[config.mk]
export PLATFORM = sky130hd
export DESIGN_NAME = rtsp_payload_signature_matcher_flat
export DESIGN_NICKNAME = d
export VERILOG_FILES = /design/src/rpsm_pkg.sv /design/src/rpsm_in_if.sv /design/src/rpsm_out_if.sv /design/src/rpsm_step.sv /design/src/rtsp_payload_signature_matcher.sv /design/src/flat_wrapper.sv
export SDC_FILE = /design/constraint.sdc
export NUM_CORES = 1
export LEC_CHECK = 0
export ABC_AREA = 1
export BUFFER_PORTS_ARGS = -buffer_cell sky130_fd_sc_hd__buf_2
export CELL_PAD_IN_SITES_DETAIL_PLACEMENT = 0
export CELL_PAD_IN_SITES_GLOBAL_PLACEMENT = 1
export CORE_ASPECT_RATIO = 0.75
export CORE_MARGIN = 2
export CORE_UTILIZATION = 45
export DETAILED_ROUTE_END_ITERATION = 7
export GPL_TIMING_DRIVEN = 0
export HOLD_SLACK_MARGIN = 0.03
export PLACE_DENSITY_LB_ADDON = 0.1
export SLEW_MARGIN = 10
export SYNTH_ARGS = -nofsm -noshare
export SYNTH_HDL_FRONTEND = slang
export SYNTH_SLANG_ARGS = --single-unit
[constraint.sdc]
create_clock -name clk -period 4.6 [get_ports clk]
set_input_delay 0.46 -clock clk [delete_from_list [all_inputs] [get_ports clk]]
set_output_delay 0.46 -clock clk [all_outputs]
set_load 0.01 [all_outputs]
[src/rpsm_pkg.sv]
// Shared types, constants and table functions for the RTSP payload signature matcher.
// Used by the matcher step logic and the top level; depends on nothing else.

package rpsm_pkg;

	localparam int NUM_WORDS  = 12;
	localparam int WORD_MAX   = 14;
	localparam int WORD_IDX_W = 4;
	localparam int POS_W      = 4;
	localparam int PROG_W     = 4;

	// Word indexes with a special role; all the others are bare method names.
	localparam logic [WORD_IDX_W-1:0] WORD_TEARDOWN = 4'd10;
	localparam logic [WORD_IDX_W-1:0] WORD_RESPONSE = 4'd11;

	// Progress marks inside the TEARDOWN version search.
	localparam logic [PROG_W-1:0] TD_LIT_DONE = 4'd6;
	localparam logic [PROG_W-1:0] TD_MAJOR    = 4'd7;
	localparam logic [PROG_W-1:0] TD_MINOR    = 4'd8;

	typedef enum logic [1:0] {
		MODE_PREFIX,
		MODE_TEARDOWN,
		MODE_RESPONSE
	} mode_t;

	typedef struct packed {
		mode_t                  mode;
		logic [POS_W-1:0]       pos;
		logic [NUM_WORDS-1:0]   alive;
		logic [PROG_W-1:0]      prog;
		logic [1:0]             dwin;
		logic                   ended;
		logic                   matched;
		logic                   rejected;
	} match_state_t;

	localparam match_state_t STATE_INIT = '{
		mode:     MODE_PREFIX,
		pos:      '0,
		alive:    '1,
		prog:     '0,
		dwin:     '0,
		ended:    1'b0,
		matched:  1'b0,
		rejected: 1'b0
	};

	function automatic logic is_digit(input logic [7:0] c);
		return (c >= 8'h30) && (c <= 8'h39);
	endfunction

	function automatic logic [POS_W-1:0] word_len(input logic [WORD_IDX_W-1:0] w);
		logic [POS_W-1:0] len;
		unique case (w)
			4'd0:    len = 4'd8;
			4'd1:    len = 4'd8;
			4'd2:    len = 4'd13;
			4'd3:    len = 4'd7;
			4'd4:    len = 4'd5;
			4'd5:    len = 4'd4;
			4'd6:    len = 4'd6;
			4'd7:    len = 4'd8;
			4'd8:    len = 4'd5;
			4'd9:    len = 4'd13;
			4'd10:   len = 4'd9;
			4'd11:   len = 4'd5;
			default: len = 4'd0;
		endcase
		return len;
	endfunction

	// Character at position pos of word w. The literal sits right-justified in
	// txt, so it is first moved up against the top byte.
	function automatic logic [7:0] word_char(input logic [WORD_IDX_W-1:0] w,
			input logic [POS_W-1:0] pos);
		logic [WORD_MAX*8-1:0] txt;
		logic [WORD_MAX*8-1:0] sh;
		logic [POS_W:0]        amt;
		unique case (w)
			4'd0:    txt = (WORD_MAX*8)'("DESCRIBE");
			4'd1:    txt = (WORD_MAX*8)'("ANNOUNCE");
			4'd2:    txt = (WORD_MAX*8)'({"GET_", "PARAMETER"});
			4'd3:    txt = (WORD_MAX*8)'("OPTIONS");
			4'd4:    txt = (WORD_MAX*8)'("PAUSE");
			4'd5:    txt = (WORD_MAX*8)'("PLAY");
			4'd6:    txt = (WORD_MAX*8)'("RECORD");
			4'd7:    txt = (WORD_MAX*8)'("REDIRECT");
			4'd8:    txt = (WORD_MAX*8)'("SETUP");
			4'd9:    txt = (WORD_MAX*8)'({"SET_", "PARAMETER"});
			4'd10:   txt = (WORD_MAX*8)'("TEARDOWN ");
			4'd11:   txt = (WORD_MAX*8)'("RTSP/");
			default: txt = '0;
		endcase
		amt = (POS_W+1)'(WORD_MAX) - {1'b0, word_len(w)} + {1'b0, pos};
		sh  = txt << {amt, 3'b000};
		return sh[WORD_MAX*8-1 -: 8];
	endfunction

	// The literal " RTSP/" searched for after TEARDOWN.
	function automatic logic [7:0] rtsp_char(input logic [2:0] s);
		logic [7:0] ch;
		unique case (s)
			3'd0:    ch = " ";
			3'd1:    ch = "R";
			3'd2:    ch = "T";
			3'd3:    ch = "S";
			3'd4:    ch = "P";
			3'd5:    ch = "/";
			default: ch = 8'h00;
		endcase
		return ch;
	endfunction

endpackage

[src/rpsm_in_if.sv]
// Input channel of the signature matcher: one payload byte per beat.
// Stand-alone valid/ready interface; no dependencies.

interface rpsm_in_if;
	logic       valid;
	logic       ready;
	logic [7:0] payload_byte;
	logic       last_byte;
	logic       empty_payload;

	modport source (output valid, payload_byte, last_byte, empty_payload, input ready);
	modport sink   (input valid, payload_byte, last_byte, empty_payload, output ready);
endinterface

[src/rpsm_out_if.sv]
// Output channel of the signature matcher: one verdict per beat.
// Stand-alone valid/ready interface; no dependencies.

interface rpsm_out_if;
	logic valid;
	logic ready;
	logic rtsp_match;

	modport source (output valid, rtsp_match, input ready);
	modport sink   (input valid, rtsp_match, output ready);
endinterface

[src/rpsm_step.sv]
// Next-state logic of the signature DFA for one payload byte.
// Depends on rpsm_pkg for the state type and the word tables.

module rpsm_step import rpsm_pkg::*; (
	input  match_state_t cur,
	input  logic [7:0]   c,
	input  logic         tcp,
	output match_state_t nxt
);

	logic [NUM_WORDS-1:0]  hit;
	logic [WORD_IDX_W-1:0] first;
	logic [PROG_W-1:0]     restart;
	logic                  digit;

	assign digit   = is_digit(c);
	assign restart = (c == " ") ? PROG_W'(1) : '0;

	// A word stays alive while its prefix equals every byte seen so far.
	always_comb begin
		for (int w = 0; w < NUM_WORDS; w++) begin
			hit[w] = cur.alive[w]
				&& (cur.pos < word_len(WORD_IDX_W'(w)))
				&& (word_char(WORD_IDX_W'(w), cur.pos) == c);
		end
	end

	// Lowest-indexed surviving word decides completion.
	always_comb begin
		first = '0;
		for (int w = NUM_WORDS - 1; w >= 0; w--) begin
			if (hit[w]) begin
				first = WORD_IDX_W'(w);
			end
		end
	end

	always_comb begin
		nxt = cur;
		if (!(cur.ended || cur.matched || cur.rejected)) begin
			if (c == 8'h00) begin
				nxt.ended = 1'b1;
			end else begin
				unique case (cur.mode)
					MODE_PREFIX: begin
						if (hit == '0) begin
							nxt.rejected = 1'b1;
						end else begin
							nxt.alive = hit;
							nxt.pos   = cur.pos + POS_W'(1);
							if (cur.pos + POS_W'(1) == word_len(first)) begin
								nxt.prog = '0;
								nxt.dwin = '0;
								if (first == WORD_TEARDOWN) begin
									nxt.mode = MODE_TEARDOWN;
								end else if (first == WORD_RESPONSE) begin
									nxt.mode = MODE_RESPONSE;
								end else begin
									nxt.matched = 1'b1;
								end
							end
						end
					end
					MODE_TEARDOWN: begin
						if (cur.prog < TD_LIT_DONE) begin
							nxt.prog = (rtsp_char(cur.prog[2:0]) == c) ?
								cur.prog + PROG_W'(1) : restart;
						end else if (cur.prog == TD_LIT_DONE) begin
							nxt.prog = digit ? TD_MAJOR : restart;
						end else if (cur.prog == TD_MAJOR) begin
							if (c == ".") begin
								nxt.prog = TD_MINOR;
							end else if (!tcp && digit) begin
								nxt.prog = TD_MAJOR;
							end else begin
								nxt.prog = restart;
							end
						end else begin
							if (digit) begin
								nxt.matched = 1'b1;
							end else begin
								nxt.prog = restart;
							end
						end
					end
					MODE_RESPONSE: begin
						if (!tcp) begin
							// Strict form: version, space, status code, space.
							unique case (cur.prog)
								4'd0: begin
									if (digit) nxt.prog = 4'd1;
									else nxt.rejected = 1'b1;
								end
								4'd1: begin
									if (c == ".") nxt.prog = 4'd2;
									else if (!digit) nxt.rejected = 1'b1;
								end
								4'd2: begin
									if (digit) nxt.prog = 4'd3;
									else nxt.rejected = 1'b1;
								end
								4'd3: begin
									if (c == " ") nxt.prog = 4'd4;
									else if (!digit) nxt.rejected = 1'b1;
								end
								4'd4: begin
									if (c >= "1" && c <= "5") nxt.prog = 4'd5;
									else nxt.rejected = 1'b1;
								end
								4'd5: begin
									if (digit) nxt.prog = 4'd6;
									else nxt.rejected = 1'b1;
								end
								4'd6: begin
									if (digit) nxt.prog = 4'd7;
									else nxt.rejected = 1'b1;
								end
								default: begin
									if (c == " ") nxt.matched = 1'b1;
									else nxt.rejected = 1'b1;
								end
							endcase
						end else begin
							// Loose form: single-digit version, status code anywhere later.
							if (cur.prog == 4'd0) begin
								if (digit) nxt.prog = 4'd1;
								else nxt.rejected = 1'b1;
							end else if (cur.prog == 4'd1) begin
								if (c == ".") nxt.prog = 4'd2;
								else nxt.rejected = 1'b1;
							end else if (cur.prog == 4'd2) begin
								if (digit) begin
									nxt.prog = 4'd3;
									nxt.dwin = 2'd0;
								end else begin
									nxt.rejected = 1'b1;
								end
							end else begin
								if (cur.dwin == 2'd0) begin
									nxt.dwin = (c >= "1" && c <= "5") ? 2'd1 : 2'd0;
								end else if (cur.dwin == 2'd1) begin
									nxt.dwin = digit ? 2'd2 : 2'd0;
								end else begin
									if (digit) nxt.matched = 1'b1;
									else nxt.dwin = 2'd0;
								end
							end
						end
					end
					default: begin
						nxt.rejected = 1'b1;
					end
				endcase
			end
		end
	end

endmodule

[src/rtsp_payload_signature_matcher.sv]
// A final beat passes the input stage, then the result register, where its verdict waits until taken.
// Throughput: one payload byte per cycle while the input is not stalled.
// The input stalls only while a final byte waits behind an unaccepted verdict.
// Reset (arst_n low, asynchronous) empties both stages, returns the DFA to the start
// of the anchored pattern and selects the UDP signature.
// Depends on rpsm_pkg, rpsm_in_if, rpsm_out_if and rpsm_step.

module rtsp_payload_signature_matcher import rpsm_pkg::*; (
	input  logic        clk,
	input  logic        arst_n,
	rpsm_in_if.sink     payload,
	rpsm_out_if.source  verdict,
	input  logic        variant_we,
	input  logic        variant_wdata
);

	// Variant register: 0 selects the UDP signature, 1 the TCP signature.
	logic variant_q;

	// Input stage. The byte is captured here and fed to the DFA update in the
	// following cycle, so the update logic sees only registered inputs.
	logic       valid_s1;
	logic [7:0] byte_s1;
	logic       last_s1;
	logic       empty_s1;

	// DFA state for the payload in progress.
	match_state_t state_q;
	match_state_t state_nxt;

	// Result register, decoupling the verdict consumer from the input side.
	logic out_valid_q;
	logic match_q;

	logic adv_s1;
	logic accept;

	// A non-final beat always moves on; a final beat needs room in the result
	// register, which is there when it is empty or being emptied this cycle.
	assign adv_s1 = valid_s1 && (!last_s1 || !out_valid_q || verdict.ready);
	assign payload.ready = !valid_s1 || adv_s1;
	assign accept = payload.valid && payload.ready;

	always_ff @(posedge clk or negedge arst_n) begin
		if (!arst_n) begin
			variant_q <= 1'b0;
		end else if (variant_we) begin
			variant_q <= variant_wdata;
		end
	end

	always_ff @(posedge clk or negedge arst_n) begin
		if (!arst_n) begin
			valid_s1 <= 1'b0;
		end else if (payload.ready) begin
			valid_s1 <= payload.valid;
		end
	end

	always_ff @(posedge clk) begin
		if (accept) begin
			byte_s1  <= payload.payload_byte;
			last_s1  <= payload.last_byte;
			empty_s1 <= payload.empty_payload;
		end
	end

	rpsm_step u_step (
		.cur (state_q),
		.c   (byte_s1),
		.tcp (variant_q),
		.nxt (state_nxt)
	);

	// The state goes back to the start of the pattern after every verdict,
	// so consecutive payloads run back to back with no gap.
	always_ff @(posedge clk or negedge arst_n) begin
		if (!arst_n) begin
			state_q <= STATE_INIT;
		end else if (adv_s1) begin
			if (last_s1) begin
				state_q <= STATE_INIT;
			end else begin
				state_q <= state_nxt;
			end
		end
	end

	always_ff @(posedge clk or negedge arst_n) begin
		if (!arst_n) begin
			out_valid_q <= 1'b0;
		end else if (adv_s1 && last_s1) begin
			out_valid_q <= 1'b1;
		end else if (verdict.ready) begin
			out_valid_q <= 1'b0;
		end
	end

	// An empty payload never matches; otherwise the verdict includes the final byte.
	always_ff @(posedge clk) begin
		if (adv_s1 && last_s1) begin
			match_q <= !empty_s1 && state_nxt.matched;
		end
	end

	assign verdict.valid      = out_valid_q;
	assign verdict.rtsp_match = match_q;

endmodule

[src/flat_wrapper.sv]
// flat-port wrapper written by rule: the top's interface ports become plain ports
module rtsp_payload_signature_matcher_flat import rpsm_pkg::*;
  (clk, arst_n, variant_we, variant_wdata, payload_valid, payload_payload_byte, payload_last_byte, payload_empty_payload, payload_ready, verdict_valid, verdict_rtsp_match, verdict_ready);
  rpsm_in_if payload_i ();
  rpsm_out_if verdict_i ();
  input  logic clk;
  input  logic arst_n;
  input  logic variant_we;
  input  logic variant_wdata;
  input wire logic [$bits(payload_i.valid)-1:0] payload_valid;
  input wire logic [$bits(payload_i.payload_byte)-1:0] payload_payload_byte;
  input wire logic [$bits(payload_i.last_byte)-1:0] payload_last_byte;
  input wire logic [$bits(payload_i.empty_payload)-1:0] payload_empty_payload;
  output wire logic [$bits(payload_i.ready)-1:0] payload_ready;
  output wire logic [$bits(verdict_i.valid)-1:0] verdict_valid;
  output wire logic [$bits(verdict_i.rtsp_match)-1:0] verdict_rtsp_match;
  input wire logic [$bits(verdict_i.ready)-1:0] verdict_ready;
  assign payload_i.valid = payload_valid;
  assign payload_i.payload_byte = payload_payload_byte;
  assign payload_i.last_byte = payload_last_byte;
  assign payload_i.empty_payload = payload_empty_payload;
  assign payload_ready = payload_i.ready;
  assign verdict_valid = verdict_i.valid;
  assign verdict_rtsp_match = verdict_i.rtsp_match;
  assign verdict_i.ready = verdict_ready;
  rtsp_payload_signature_matcher u_core (.clk(clk), .arst_n(arst_n), .payload(payload_i), .verdict(verdict_i), .variant_we(variant_we), .variant_wdata(variant_wdata));
endmodule
==> flow_metrics.tcl <==
set metrics [dict create \
    path_max_fanout 8 \
    finalNetCount 1002 \
    status "complete, no violations" \
    dp_slack_ps -465 \
    finalCritPeriodShare_pct 95.5 \
    end_kind "flip-flop" \
    start_util_pct 46.8 \
    stdcell_count 1122 \
    dp_cells 1094 \
    max-cap-violations 0 \
    vdd_drop_max_mv 0.367 \
    core-area_sq_um 11800 \
    finalMaxSlewViolations 0 \
    cp_top_family "simple AND/OR/NAND/NOR gates" \
    cts_root_buf "clkbuf_16" \
    path_clk_slew_ps 70 \
    hold_path_class "input port to asynchronous set/reset pin" \
    die_w_um 132 \
    cp.required_ps 4780 \
    cp_slowest_cell "dfrtp_2" \
    finalWirelength_um 21800 \
    synth-main-ff-cell "dfrtp_1" \
    seqCellArea_sq_um 1100 \
    diodes 0 \
    n_fill_cell 1209 \
    fin_hold_ws_ps 251 \
    htreeDepth 2 \
    die_y_um 99.9 \
    final_antenna_net_count 0 \
    syn_nets 957 \
    power.density_nw_per_um2 494 \
    max_slew_margin_pct 14.1 \
    antenna_found_initial 0 \
    boundaryPins 19 \
    drt_first_pass_iters 5 \
    grt_usage_pct 32.8 \
    placed_cell_area_sq_um 5810 \
    synthArstFlopShare_pct 73.2 \
    synth_cell_type_count 52 \
    p_leak_nw 2.99 \
    crit_top_cell "nand2_1" \
    first_global_vias 5848 \
    fin_ws_ps 205 \
    syn2layout_area_growth_pct 14.5 \
    tightest_slew_ps 1280 \
    layout-drive-gt1-share_pct 17.6 \
    setup_violations 0 \
    synthCells 914 \
    overflow 0 \
    seq_area_frac_synth_pct 19.9 \
    avgViaCountPerCell 5.88 \
    grt_first_pass_wirelength_um 33300 \
    ys_ff_latch 41 \
    avgSynthCellArea_sq_um 6.04 \
    period_minus_slack_ps 4390 \
    cts_tree "yes" \
    hold_viol 0 \
    clock_latency_ps 290 \
    vias 6594 \
    dp_hpwl_um 16300 \
    synth_enable_flop_cells 11 \
    clock_skew_ps 11.5 \
    drcViolationCount 0 \
    wire_per_inst_um 19.4 \
    clock_tree.buffer_depth 2 \
    arrival_ps 4580 \
    cts_buffers 5 \
    clkSinkCount 41 \
    die_area_sq_um 13200 \
    crit_type "flip-flop to flip-flop" \
    multiInputGateArea_sq_um 3960 \
    io_buffer_count 18 \
    fp-row-count 34 \
    finalPower_mw 3.12 \
    max_stage_delay_ps 470 \
    gp_congestion 0.987 \
    drtIter0Drc 812 \
    yosysWarnings 0 \
    path_buf_inv 5 \
    final_cell_area_sq_um 6320 \
    fmax_mhz 228 \
    netlist_area_sq_um 5520 \
    ctsHoldBuffers 0 \
    critPathLaunchType "flip-flop" \
    grt_start_max_net_pins 31 \
]
## final timing paths
kind                       slack, ps                           start                              to  cells after the start
max                              210  u_core.state_q[22]$_DFFE_PN0P_   u_core.state_q[8]$_DFFE_PN0P_                     35
min                              250                          arst_n   u_core.state_q[6]$_DFFE_PN0P_                      1
max reg2reg                      210  u_core.state_q[22]$_DFFE_PN0P_   u_core.state_q[8]$_DFFE_PN0P_                     35
min reg2reg                      480  u_core.state_q[13]$_DFFE_PN1P_  u_core.state_q[13]$_DFFE_PN1P_                      2
max in group asynchronous       3790                          arst_n  u_core.state_q[21]$_DFFE_PN0P_                      1
min in group clk                 340         payload_payload_byte[4]     u_core.byte_s1[4]$_DFFE_PP_                      1
## per-layer routing
layer  GRT usage (%)  vias to the layer above  part of all wire, %
li1                -                     3116                    -
met1            49.4                     3066                   46
met2            46.6                      394                   40
met3            9.70                       18                   14
met4            5.60                        0                  1.0
met5               0                        -                    0
## repair_timing
item | CTS | global route
hold endpoints to repair | 0 | 0
buffers inserted | 3 | 17
setup endpoints to repair | 24 | 23
gates resized for setup | 16 | 40
pin swaps | 0 | 14
## sequential cells by signal (all words and copies together) (netlist names)
register / cells
u_core.state_q: 27
u_core.variant_q: 1
u_core.byte_s1: 8
u_core.valid_s1: 1
u_core.last_s1: 1
u_core.verdict.valid: 1
u_core.empty_s1: 1
u_core.verdict.rtsp_match: 1
## worst reg2reg max path, delay by kind of cell, from the launching register on
family / cells / cell delay, ps
AOI/OAI and AO/OA: 4 / 650
and+or+nand+nor: 24 / 2000
buffers and inverters: 5 / 630
adders and majority gates: 2 / 510
DFF: 1 / 470
## through the flow
step | TNS (ps) | util, %
after floorplan | 0 | -
after global placement | -5680 | 49.3
after detailed placement | -6050 | 49.3
after CTS | 0 | 51.2
after global routing | -157 | 53.6
final | 0 | 53.6
## synth_stat cells, drive strengths merged (13+ instances only)
master	instances	area share, %
clkbuf	13	0.88
o21ai	73	7.2
nor3	21	2.3
nand4	32	3.6
dfrtp	18	8.2
ha	27	6.1
nand2	260	19
nor2	121	8.8
a21oi	29	3.0
xor2	22	3.5
inv	115	7.8
nand3	89	8.9
buf	17	2.3
## logic make-up (layout without fill, tap and decap cells)
| logic type | count (synthesis) | after routing | share of synthesized area, % |
|---|---|---|---|
| and+or+nand+nor | 541 | 541 | 44.4 |
| buffers and inverters | 148 | 194 | 11.2 |
| AOI/OAI and AO/OA | 135 | 135 | 14.9 |
| DFF | 41 | 41 | 19.9 |
| adders and majority gates | 27 | 27 | 6.12 |
| xor gates and xnor gates | 22 | 22 | 3.49 |
## area by class of cell
type	instances	area share (%)
multi-input combinational	725	62.7
sequential	41	17.4
inverter	118	7.27
timing repair buffer	38	3.80
buffer	30	3.33
tap	162	3.21
clock buffer	5	1.98
clock inverter	3	0.337
## placed cells by master (no fill, tap or decap), types with 6 or more instances in the layout
master	instances
dfrtp_1	16
a21oi_2	6
edfxtp_1	11
o2111ai_1	7
nand2_1	237
inv_1	98
xor2_1	21
ha_1	20
nand4_1	32
dfstp_2	12
a31oi_1	9
buf_4	21
o21ai_0	54
inv_2	12
nor4_1	9
a21oi_1	21
buf_6	8
nor3_1	16
nand3_2	10
o21ai_2	8
buf_2	23
nor2_1	111
o21ai_1	10
nand3_1	78
nand2_2	20
clkbuf_1	13
nor2_2	6
## power breakdown
group / total (mW) / switching, mW / internal [mW]
clock network: 0.374 / 0.172 / 0.203
registers: 0.555 / 0.0670 / 0.488
logic: 2.19 / 1.41 / 0.779
total: 3.12 / 1.65 / 1.47
No activity file was read; power rests on OpenSTA's default activity.
